$ cat config.mk
export PLATFORM = sky130hd
export DESIGN_NAME = cost_key_sorter_core
export DESIGN_NICKNAME = d
export VERILOG_FILES = /design/src/sv/cks_pkg.sv /design/src/sv/cks_store.sv /design/src/sv/cks_ctrl.sv /design/src/sv/cost_key_sorter_core.sv
export SDC_FILE = /design/constraint.sdc
export NUM_CORES = 2
export LEC_CHECK = 0
export ABC_AREA = 1
export BUFFER_PORTS_ARGS = -buffer_cell sky130_fd_sc_hd__buf_2
export CORE_MARGIN = 10
export CORE_UTILIZATION = 58
export CTS_BUF_LIST = sky130_fd_sc_hd__clkbuf_4
export CTS_CLUSTER_SIZE = 25
export DETAILED_ROUTE_END_ITERATION = 12
export GPL_ROUTABILITY_DRIVEN = 0
export PLACE_DENSITY = 0.79
export SLEW_MARGIN = 20
export SYNTH_ARGS = -nofsm -noshare
export SYNTH_HDL_FRONTEND = slang
export SYNTH_SLANG_ARGS = --single-unit
$ cat constraint.sdc
create_clock -name i_clk -period 6.65 [get_ports i_clk]
set_clock_uncertainty 0.1 [all_clocks]
set_input_delay 0 -clock i_clk [delete_from_list [all_inputs] [get_ports i_clk]]
set_output_delay 0 -clock i_clk [all_outputs]
set_load 0.01 [all_outputs]
$ cat src/sv/cks_pkg.sv
// Package for the cost key sorter: field widths, defaults, the sequencer
// state type and the store write request. No dependencies.
package cks_pkg;

    localparam int DEF_MAX_ENTRIES = 64;
    localparam int COST_W          = 32;
    localparam int TAG_W           = 6;

    // Sequencer states.
    typedef enum logic [2:0] {
        ST_IDLE,
        ST_INS_RD,
        ST_INS_CMP,
        ST_INS_FIN,
        ST_DR_RD,
        ST_DR_LD,
        ST_DR_WAIT
    } t_state;

    // One write into the pair store; the address travels beside it.
    typedef struct packed {
        logic                     we;
        logic signed [COST_W-1:0] key;
        logic [TAG_W-1:0]         tag;
    } t_wr_req;

endpackage

$ cat src/sv/cks_store.sv
// Pair store of the cost key sorter: one write port and one registered
// read port over the key and tag memories. Depends on cks_pkg.
module cks_store
    import cks_pkg::*;
#(
    parameter int MAX_ENTRIES = DEF_MAX_ENTRIES,
    localparam int AW = $clog2(MAX_ENTRIES)
) (
    input  logic                     i_clk,
    input  t_wr_req                  i_wr,
    input  logic [AW-1:0]            i_waddr,
    input  logic [AW-1:0]            i_raddr,
    output logic signed [COST_W-1:0] o_rkey,
    output logic [TAG_W-1:0]         o_rtag
);

    logic signed [COST_W-1:0] r_key_mem [MAX_ENTRIES];
    logic [TAG_W-1:0]         r_tag_mem [MAX_ENTRIES];

    // Write port.
    always_ff @(posedge i_clk) begin
        if (i_wr.we) begin
            r_key_mem[i_waddr] <= i_wr.key;
            r_tag_mem[i_waddr] <= i_wr.tag;
        end
    end

    // Read port, data registered.
    always_ff @(posedge i_clk) begin
        o_rkey <= r_key_mem[i_raddr];
        o_rtag <= r_tag_mem[i_raddr];
    end

endmodule

$ cat src/sv/cks_ctrl.sv
// Sequencer of the cost key sorter: insertion of each loaded item with one
// shared compare, then the drain. Depends on cks_pkg and drives cks_store.
module cks_ctrl
    import cks_pkg::*;
#(
    parameter int MAX_ENTRIES = DEF_MAX_ENTRIES,
    localparam int AW = $clog2(MAX_ENTRIES),
    localparam int CW = $clog2(MAX_ENTRIES + 1)
) (
    input  logic                     i_clk,
    input  logic                     i_rst_n,
    // Input items.
    input  logic                     i_in_valid,
    output logic                     o_in_ready,
    input  logic signed [COST_W-1:0] i_cost_value,
    input  logic [TAG_W-1:0]         i_individual_tag,
    input  logic                     i_last_item,
    // Result items.
    output logic                     o_out_valid,
    input  logic                     i_out_ready,
    output logic signed [COST_W-1:0] o_sorted_cost,
    output logic [TAG_W-1:0]         o_sorted_tag,
    output logic                     o_end_of_run,
    output logic                     o_overflow_flag,
    // Store ports.
    output t_wr_req                  o_wr,
    output logic [AW-1:0]            o_waddr,
    output logic [AW-1:0]            o_raddr,
    input  logic signed [COST_W-1:0] i_rkey,
    input  logic [TAG_W-1:0]         i_rtag
);

    localparam logic [CW-1:0] FULL_COUNT = CW'(MAX_ENTRIES);

    t_state                   r_state, n_state;
    logic [CW-1:0]            r_count, n_count;
    logic                     r_dropped, n_dropped;
    logic [AW-1:0]            r_pos, n_pos;
    logic signed [COST_W-1:0] r_key, n_key;
    logic [TAG_W-1:0]         r_tag, n_tag;
    logic                     r_last, n_last;
    logic                     r_out_valid, n_out_valid;
    logic signed [COST_W-1:0] r_out_cost, n_out_cost;
    logic [TAG_W-1:0]         r_out_tag, n_out_tag;
    logic                     r_out_end, n_out_end;
    logic                     r_out_ovf, n_out_ovf;
    logic                     key_less;
    logic                     at_end;

    // The shared compare: new key strictly below the stored one keeps ties stable.
    assign key_less = r_key < i_rkey;
    assign at_end   = (CW'(r_pos) == CW'(r_count - 1'b1));

    // Control registers.
    always_ff @(posedge i_clk) begin
        if (!i_rst_n) begin
            r_state     <= ST_IDLE;
            r_count     <= '0;
            r_dropped   <= 1'b0;
            r_out_valid <= 1'b0;
        end else begin
            r_state     <= n_state;
            r_count     <= n_count;
            r_dropped   <= n_dropped;
            r_out_valid <= n_out_valid;
        end
    end

    // Payload registers.
    always_ff @(posedge i_clk) begin
        r_pos      <= n_pos;
        r_key      <= n_key;
        r_tag      <= n_tag;
        r_last     <= n_last;
        r_out_cost <= n_out_cost;
        r_out_tag  <= n_out_tag;
        r_out_end  <= n_out_end;
        r_out_ovf  <= n_out_ovf;
    end

    // Next state and store requests.
    always_comb begin
        n_state     = r_state;
        n_count     = r_count;
        n_dropped   = r_dropped;
        n_pos       = r_pos;
        n_key       = r_key;
        n_tag       = r_tag;
        n_last      = r_last;
        n_out_valid = r_out_valid;
        n_out_cost  = r_out_cost;
        n_out_tag   = r_out_tag;
        n_out_end   = r_out_end;
        n_out_ovf   = r_out_ovf;
        o_wr.we     = 1'b0;
        o_wr.key    = r_key;
        o_wr.tag    = r_tag;
        o_waddr     = r_pos;
        o_raddr     = r_pos;

        case (r_state)
            ST_IDLE: begin
                if (i_in_valid) begin
                    n_key  = i_cost_value;
                    n_tag  = i_individual_tag;
                    n_last = i_last_item;
                    if (r_count == FULL_COUNT) begin
                        // Store full: the item is dropped and marked.
                        n_dropped = 1'b1;
                        n_pos     = '0;
                        if (i_last_item) begin
                            n_state = ST_DR_RD;
                        end
                    end else begin
                        n_pos   = r_count[AW-1:0];
                        n_state = (r_count == '0) ? ST_INS_FIN : ST_INS_RD;
                    end
                end
            end
            ST_INS_RD: begin
                o_raddr = r_pos - 1'b1;
                n_state = ST_INS_CMP;
            end
            ST_INS_CMP: begin
                if (key_less) begin
                    // Shift the larger pair up one place.
                    o_wr.we  = 1'b1;
                    o_wr.key = i_rkey;
                    o_wr.tag = i_rtag;
                    n_pos    = r_pos - 1'b1;
                    n_state  = (r_pos == AW'(1)) ? ST_INS_FIN : ST_INS_RD;
                end else begin
                    n_state = ST_INS_FIN;
                end
            end
            ST_INS_FIN: begin
                o_wr.we = 1'b1;
                n_count = r_count + 1'b1;
                n_pos   = '0;
                n_state = r_last ? ST_DR_RD : ST_IDLE;
            end
            ST_DR_RD: begin
                n_state = ST_DR_LD;
            end
            ST_DR_LD: begin
                n_out_valid = 1'b1;
                n_out_cost  = i_rkey;
                n_out_tag   = i_rtag;
                n_out_end   = at_end;
                n_out_ovf   = r_dropped;
                n_state     = ST_DR_WAIT;
            end
            ST_DR_WAIT: begin
                if (i_out_ready) begin
                    n_out_valid = 1'b0;
                    if (r_out_end) begin
                        n_count   = '0;
                        n_dropped = 1'b0;
                        n_state   = ST_IDLE;
                    end else begin
                        n_pos   = r_pos + 1'b1;
                        n_state = ST_DR_RD;
                    end
                end
            end
            default: begin
                n_state = ST_IDLE;
            end
        endcase
    end

    assign o_in_ready      = (r_state == ST_IDLE);
    assign o_out_valid     = r_out_valid;
    assign o_sorted_cost   = r_out_cost;
    assign o_sorted_tag    = r_out_tag;
    assign o_end_of_run    = r_out_end;
    assign o_overflow_flag = r_out_ovf;

endmodule

$ cat src/sv/cost_key_sorter_core.sv
// Top level of the cost key sorter: stable ascending sort of (cost, tag)
// pairs. Depends on cks_pkg, cks_store and cks_ctrl.
//
//  channel  | handshake                  | payload
//  ---------+----------------------------+----------------------------------
//  input    | i_in_valid / o_in_ready    | cost_value, individual_tag, last
//  result   | o_out_valid / i_out_ready  | sorted_cost, sorted_tag, end, ovf
//
// A loaded item is written straight in ST_INS_FIN when the store is empty;
// else ST_INS_RD reads the pair below and ST_INS_CMP shifts it up while the
// new key is lower, until the bottom or a compare stops it, then ST_INS_FIN
// writes it, all through the single store read port and compare. A dropped
// item is only marked. Each result is read, loaded, then held until taken.
// Reset clears the fill count and drop mark; the store needs no clearing.
// The input is not ready while an item is inserted or the run is drained.
module cost_key_sorter_core
    import cks_pkg::*;
#(
    parameter int MAX_ENTRIES = DEF_MAX_ENTRIES
) (
    input  logic                     i_clk,
    input  logic                     i_rst_n,
    input  logic                     i_in_valid,
    output logic                     o_in_ready,
    input  logic signed [COST_W-1:0] i_cost_value,
    input  logic [TAG_W-1:0]         i_individual_tag,
    input  logic                     i_last_item,
    output logic                     o_out_valid,
    input  logic                     i_out_ready,
    output logic signed [COST_W-1:0] o_sorted_cost,
    output logic [TAG_W-1:0]         o_sorted_tag,
    output logic                     o_end_of_run,
    output logic                     o_overflow_flag
);

    localparam int AW = $clog2(MAX_ENTRIES);

    t_wr_req                  wr;
    logic [AW-1:0]            waddr;
    logic [AW-1:0]            raddr;
    logic signed [COST_W-1:0] rkey;
    logic [TAG_W-1:0]         rtag;

    // Sequencer with the shared compare.
    cks_ctrl #(
        .MAX_ENTRIES(MAX_ENTRIES)
    ) u_ctrl (
        .i_clk           (i_clk),
        .i_rst_n         (i_rst_n),
        .i_in_valid      (i_in_valid),
        .o_in_ready      (o_in_ready),
        .i_cost_value    (i_cost_value),
        .i_individual_tag(i_individual_tag),
        .i_last_item     (i_last_item),
        .o_out_valid     (o_out_valid),
        .i_out_ready     (i_out_ready),
        .o_sorted_cost   (o_sorted_cost),
        .o_sorted_tag    (o_sorted_tag),
        .o_end_of_run    (o_end_of_run),
        .o_overflow_flag (o_overflow_flag),
        .o_wr            (wr),
        .o_waddr         (waddr),
        .o_raddr         (raddr),
        .i_rkey          (rkey),
        .i_rtag          (rtag)
    );

    // Pair store.
    cks_store #(
        .MAX_ENTRIES(MAX_ENTRIES)
    ) u_store (
        .i_clk  (i_clk),
        .i_wr   (wr),
        .i_waddr(waddr),
        .i_raddr(raddr),
        .o_rkey (rkey),
        .o_rtag (rtag)
    );

endmodule
* Word-level counts from Yosys, hierarchy flattened *
Memory sizes are Yosys's and may differ from the RTL's. A register that Yosys moved wholly into a read port is not among the register bits.
Index checks and enable logic that the tools add are counted.

storage, ports and cells
  output and inout bits = 42
  memories kept = 2
  RAM bits = 2432
  flip-flop bits (word level) = 97
  bits of input ports = 43
  word-level logic and storage cells = 79

memories
  memory             words  bits a word  rd ports  clocked after Yosys merged registers in  write ports  RTL line         text
  u_store.r_key_mem  64     32           1         1                                        1            cks_store.sv:17  logic signed [COST_W-1:0] r_key_mem [MAX_ENTRIES];
  u_store.r_tag_mem  64     6            1         1                                        1            cks_store.sv:18  logic [TAG_W-1:0] r_tag_mem [MAX_ENTRIES];

operators by class
  order comparisons = 1
  reductions and logical operators = 12
  mux-type cells = 32
  $add $sub $neg = 4
  equality and inequality tests = 16

operator list
  cell                                                   number
  two-way mux 39 bit                                     1
  two-way mux 38 bit                                     1
  two-way mux 6 bit                                      6
  less-than comparator 32 bit                            1
  case mux 6 bit (4 select lines)                        1
  two-way mux 3 bit                                      7
  case mux 3 bit (7 select lines)                        1
  two-way mux 7 bit                                      2
  case mux 7 bit (2 select lines)                        1
  AND reduction 5 bit                                    2
  equality test 3 bit, second input constant             3
  adder 7 x 1 -> 7 bit, second input constant            1
  equality test 6 x 7 -> 1 bit                           1
  equality test 7 bit, second input constant             1
  zero test 7 bit                                        1
  two-way mux 1 bit                                      7
  subtractor 7 x 1 -> 7 bit, second input constant       1
  adder 6 x 1 -> 6 bit, second input constant            1
  equality test 3 x 2 -> 1 bit, second input constant    2
  equality test 6 x 1 -> 1 bit, second input constant    1
  inequality test 2 x 1 -> 1 bit, second input constant  3
  inequality test 2 bit, second input constant           3
  case mux 1 bit (2 select lines)                        3
  AND reduction 3 bit                                    2
  other kinds (8)                                        12

* Longest topological paths before layout *
  depth in word-level cells = 5
  gate-level depth with buffers = 19
  depth with buffers taken out = 18

* Cells and area by module *
From an unflattened synthesis, not the netlist that was laid out.

unflattened totals
  cell total of the unflattened synthesis = 8527
  area total of the unflattened synthesis = 102817.4 um2

by module, submodules not included
  module     cells an instance  times used  area an instance (um2)  seq. area each (um2)
  cks_store  8025               1           97835.1                 73790.8
  cks_ctrl   502                1           4982.3                  2792.7

* Worst setup path after synthesis *
No wires, ideal clock.

  path type = register to register
  start = register u_ctrl.r_key[29]
  end = memory u_store.r_key_mem[0][0], data pin
  path buffers = 1
  arrival = 4417 ps
  period minus slack after synthesis = 5219 ps
  data required time = 5848 ps
  setup time = 702 ps
  slack = 1431 ps
  stages on the path, launching flop included = 14
  cell sequence = edfxtp_1 ha_1 a21oi_1 nor2_1 nor2_1 nand3_1 a21oi_1 nand2_1 nand2_1 nand2_1 nand2_1 clkbuf_1 inv_1 o21ai_0

RTL lines
  what                    RTL line         text
  start, declared         cks_ctrl.sv:39   logic signed [COST_W-1:0] r_key, n_key;
  start signal, assigned  cks_ctrl.sv:72   r_key <= n_key;
  end, declared           cks_store.sv:17

* Worst setup path after layout *
  start = register u_store.o_rkey[21], read port of u_store.r_key_mem
  end = memory u_store.r_key_mem[49][7] (enable)

on the way
  word-level cells in the longest chain between the ends = 5

RTL lines
  what                                     RTL line         text
  start, declared                          cks_store.sv:13  output logic signed [COST_W-1:0] o_rkey,
  less-than comparator 32 bit              cks_ctrl.sv:51   assign key_less = r_key < i_rkey;
  two-way mux 39 bit                       cks_ctrl.sv:125  if (key_less) begin
  case mux 1 bit (2 select lines)          cks_ctrl.sv:101  case (r_state)
  two-way mux 1 bit                        cks_store.sv:22  if (i_wr.we) begin
  two-way mux 1 bit (implied by the code)  cks_store.sv:23  r_key_mem[i_waddr] <= i_wr.key;

Every way passes these cells.

==> out/metrics.yaml <==
cts:
  numCtsBuffers: 636
  cts_root_buffer: "clkbuf_4"
  clk_pin_slew_ps: 60
  clockBufferDepth: 4
  clock_latency_ps: 1420
  cts.sink_count: 2567
  htreeDepth: 6
  cts_tree: "yes"
  cts_setup_buffers: 0
pwr:
  powerDensity_nw_per_um2: 546
  power_uw: 62900
  ir_drop_v: 0.000661
  leakage_uw: 0.0395
detailed_routing:
  drt_iter0_drc: 11700
  wire_per_inst_um: 26.3
  wirelength_um: 302000
  antenna_left: 0
  first_pass_iters: 8
  viasPerCell: 6.37
  vias: 73100
  drc: 0
floorplan:
  dieArea_um2: 194000
  die_w_um: 440
  core_area_um2: 176000
  die_h_um: 440
  row_count: 154
  initial_core_util_pct: 58.2
  io_pins: 85
timing:
  fmax_ghz: 0.190
  slew_violations: 0
  relSlewSlack_pct: 18.8
  finalHoldViolations: 0
  rsz0062_at_grt: "no"
  tns_ps: 0
  finalCritPeriodShare_pct: 79.0
  finalSetupViolCount: 0
  tightestPinTransition_ps: 1210
  layout_min_cycle_time_ps: 5250
global_routing:
  overflow: 0
  grt_pass1_vias: 71900
  grt_antenna_before_repair: 19
  grt_pass1_wl_um: 443000
  grt_usage_pct: 30.4
  grt_max_degree: 160
layout:
  area_delta_synth_final_pct: 12.7
  finalNetCount: 8793
  layout-drive-gt1-share_pct: 15.1
job:
  max_cap_viol_count: 0
yosys:
  synthFlopType: "edfxtp_1"
  synthAdderAreaFrac_pct: 0.440
  yosys.cell_types.count: 37
  syn_avg_cell_area_um2: 12.5
  synth-async-reset-ratio_pct: 0
  synth.net_count: 8272
  synthCells: 8193
  ys_ff_latch: 2567
  synth_edf_count: 2517
  synth_commonest_cells: "edfxtp_1, nor2_1, nand2_1"
  netlist_area_um2: 102000
  synthTopCellsByArea: "edfxtp_1, nor2_1, nand2_1, o21ai_1, o21ai_0"
  yosysMostFrequentCell: "edfxtp_1"
  synth_xor_area_share_pct: 0.0771
  synth_top_cell_by_area: "edfxtp_1"
  synth-seq-area-share_pct: 74.9
  yosys.area_share.simple_pct: 11.5
  synth_top_area_share_pct: 73.9
  synth_top_family_by_area: "simple AND/OR/NAND/NOR gates"
  synth_compound_area_share_pct: 10.2
  yosys_warnings: 0
  synthMuxAreaShare_pct: 0.00978
worst_setup_path:
  max_stage_delay_ps: 1030
  crit_fanout: 19
  cp_data_required_time_ps: 7540
  cp_common_cell: "nand3_1"
  cp-end-kind: "register"
  cp.arrival_ps: 6150
  cp-start-kind: "register"
  slowest_stage: "nor2_4"
  crit_type: "reg -> reg"
  path_cells: "inv_1, ha_1, a21oi_1, nor2_1, nor2_1, nand3_1, a21oi_1, nand3_1, nand2_1, nand2_4, nand2_1, nand3_1, nor2_4, buf_4"
status:
  status: "finished clean"
placed_design:
  dp_hpwl_um: 169000
  place.port_buffers: 84
min_path:
  hp-class: "in -> reg"
path summary, 6_finish.rpt:
kind	slack, ps	cells past startpoint	to	from
worst max register to register	1400	14	u_store.r_key_mem[49][7]$_DFFE_PP_	u_store.o_rkey[21]$_DFF_P_
worst min register to register	320	0	u_ctrl.o_sorted_cost[14]$_DFFE_PP_	u_store.o_rkey[14]$_DFF_P_
worst min-delay path	260	3	u_ctrl.r_key[7]$_DFFE_PP_	i_cost_value[7]
worst max-delay path	1400	14	u_store.r_key_mem[49][7]$_DFFE_PP_	u_store.o_rkey[21]$_DFF_P_
placed cells by master (no fill, tap or decap), drive strengths merged:
master,instances
and3,1
inv,135
o211ai,201
clkbuf,926
xor2,6
o22ai,300
nand3,338
a21oi,26
bufinv,9
o221ai,1
o2111ai,2
nor3,9
dlygate4sd3,128
dfxtp,50
edfxtp,2517
nand2,1131
ha,36
xnor2,3
nor2,1520
o21ai,1379
mux2i,1
clkinvlp,2
nor3b,3
clkinv,112
diode,13
a31oi,1
or2,1
o32ai,1
nand4,3
buf,293
o21a,1
repair_timing:
action                     4_1_cts  5_1_grt
hold endpoints to repair        96        0
setup endpoints to repair        0        0
resized for setup                0        0
hold buffers                   128        0
through the flow:
stage	util [%]	area [µm²]	instances	setup slack, ps	hold slack (ps)
2_1_floorplan	-	102000	8193	1430	-1.13
4_1_cts	65.6	115000	11500	1600	142
6_report	65.6	115000	11500	1400	259
5_1_grt	65.6	115000	11500	1360	173
3_5_place_dp	60.4	106000	10300	1630	78.7
3_3_place_gp	60.4	106000	10300	1560	76.9
routing by layer:
metal / track usage, % / routed length [µm] / vias to the layer above
met3: 8.29 / 41400 / 1182
met1: 38.0 / 101000 / 34800
met2: 46.6 / 138000 / 6104
met5: 0 / 106 / -
li1: - / - / 31100
met4: 20.7 / 22100 / 16
registers in the layout, summed over array words and instances (netlist names):
| signal | cells |
|---|---|
| u_ctrl.o_sorted_tag | 6 |
| u_ctrl.o_out_valid | 1 |
| u_ctrl.o_waddr | 6 |
| u_store.o_rtag | 6 |
| u_ctrl.o_overflow_flag | 1 |
| u_ctrl.r_tag | 6 |
| u_ctrl.r_count | 7 |
| u_store.r_tag_mem | 384 |
| u_ctrl.r_key | 32 |
| u_store.o_rkey | 32 |
| u_ctrl.r_dropped | 1 |
| u_ctrl.o_sorted_cost | 32 |
| u_store.r_key_mem | 2048 |
| u_ctrl.o_end_of_run | 1 |
| u_ctrl.r_last | 1 |
| u_ctrl.r_state | 3 |
power breakdown:
group / total [µW] / internal [µW] / switching (µW)
sequential: 20900 / 20600 / 291
clock: 12800 / 6690 / 6140
combinational: 29200 / 6920 / 22300
total: 62900 / 34200 / 28700
cell families (layout without fill, tap and decap cells):
kind of cell | after synthesis | in the layout
xor+xnor | 9 | 9
mux | 1 | 1
buf+inv | 662 | 1605
simple gates | 3006 | 3006
compound gates | 1912 | 1912
fa+ha+maj | 36 | 36
other cells | 0 | 13
flops | 2567 | 2567
layout make-up:
type | instances | area (µm²)
Sequential cell | 2567 | 76600
Clock inverter | 134 | 768
Timing Repair Buffer | 421 | 3810
Fill cell | 11900 | 60400
Multi-Input combinational cell | 4964 | 23700
Clock buffer | 926 | 6950
Inverter | 124 | 488
Antenna cell | 13 | 32.5
Tap cell | 2340 | 2930
critical path: cells and delay by family (launching register included):
family / cells / cell delay, ps
fa+ha+maj: 1 / 340
flops: 1 / 370
simple gates: 9 / 2890
compound gates: 2 / 520
buf+inv: 2 / 580
Power figures use the tool's default switching activity.
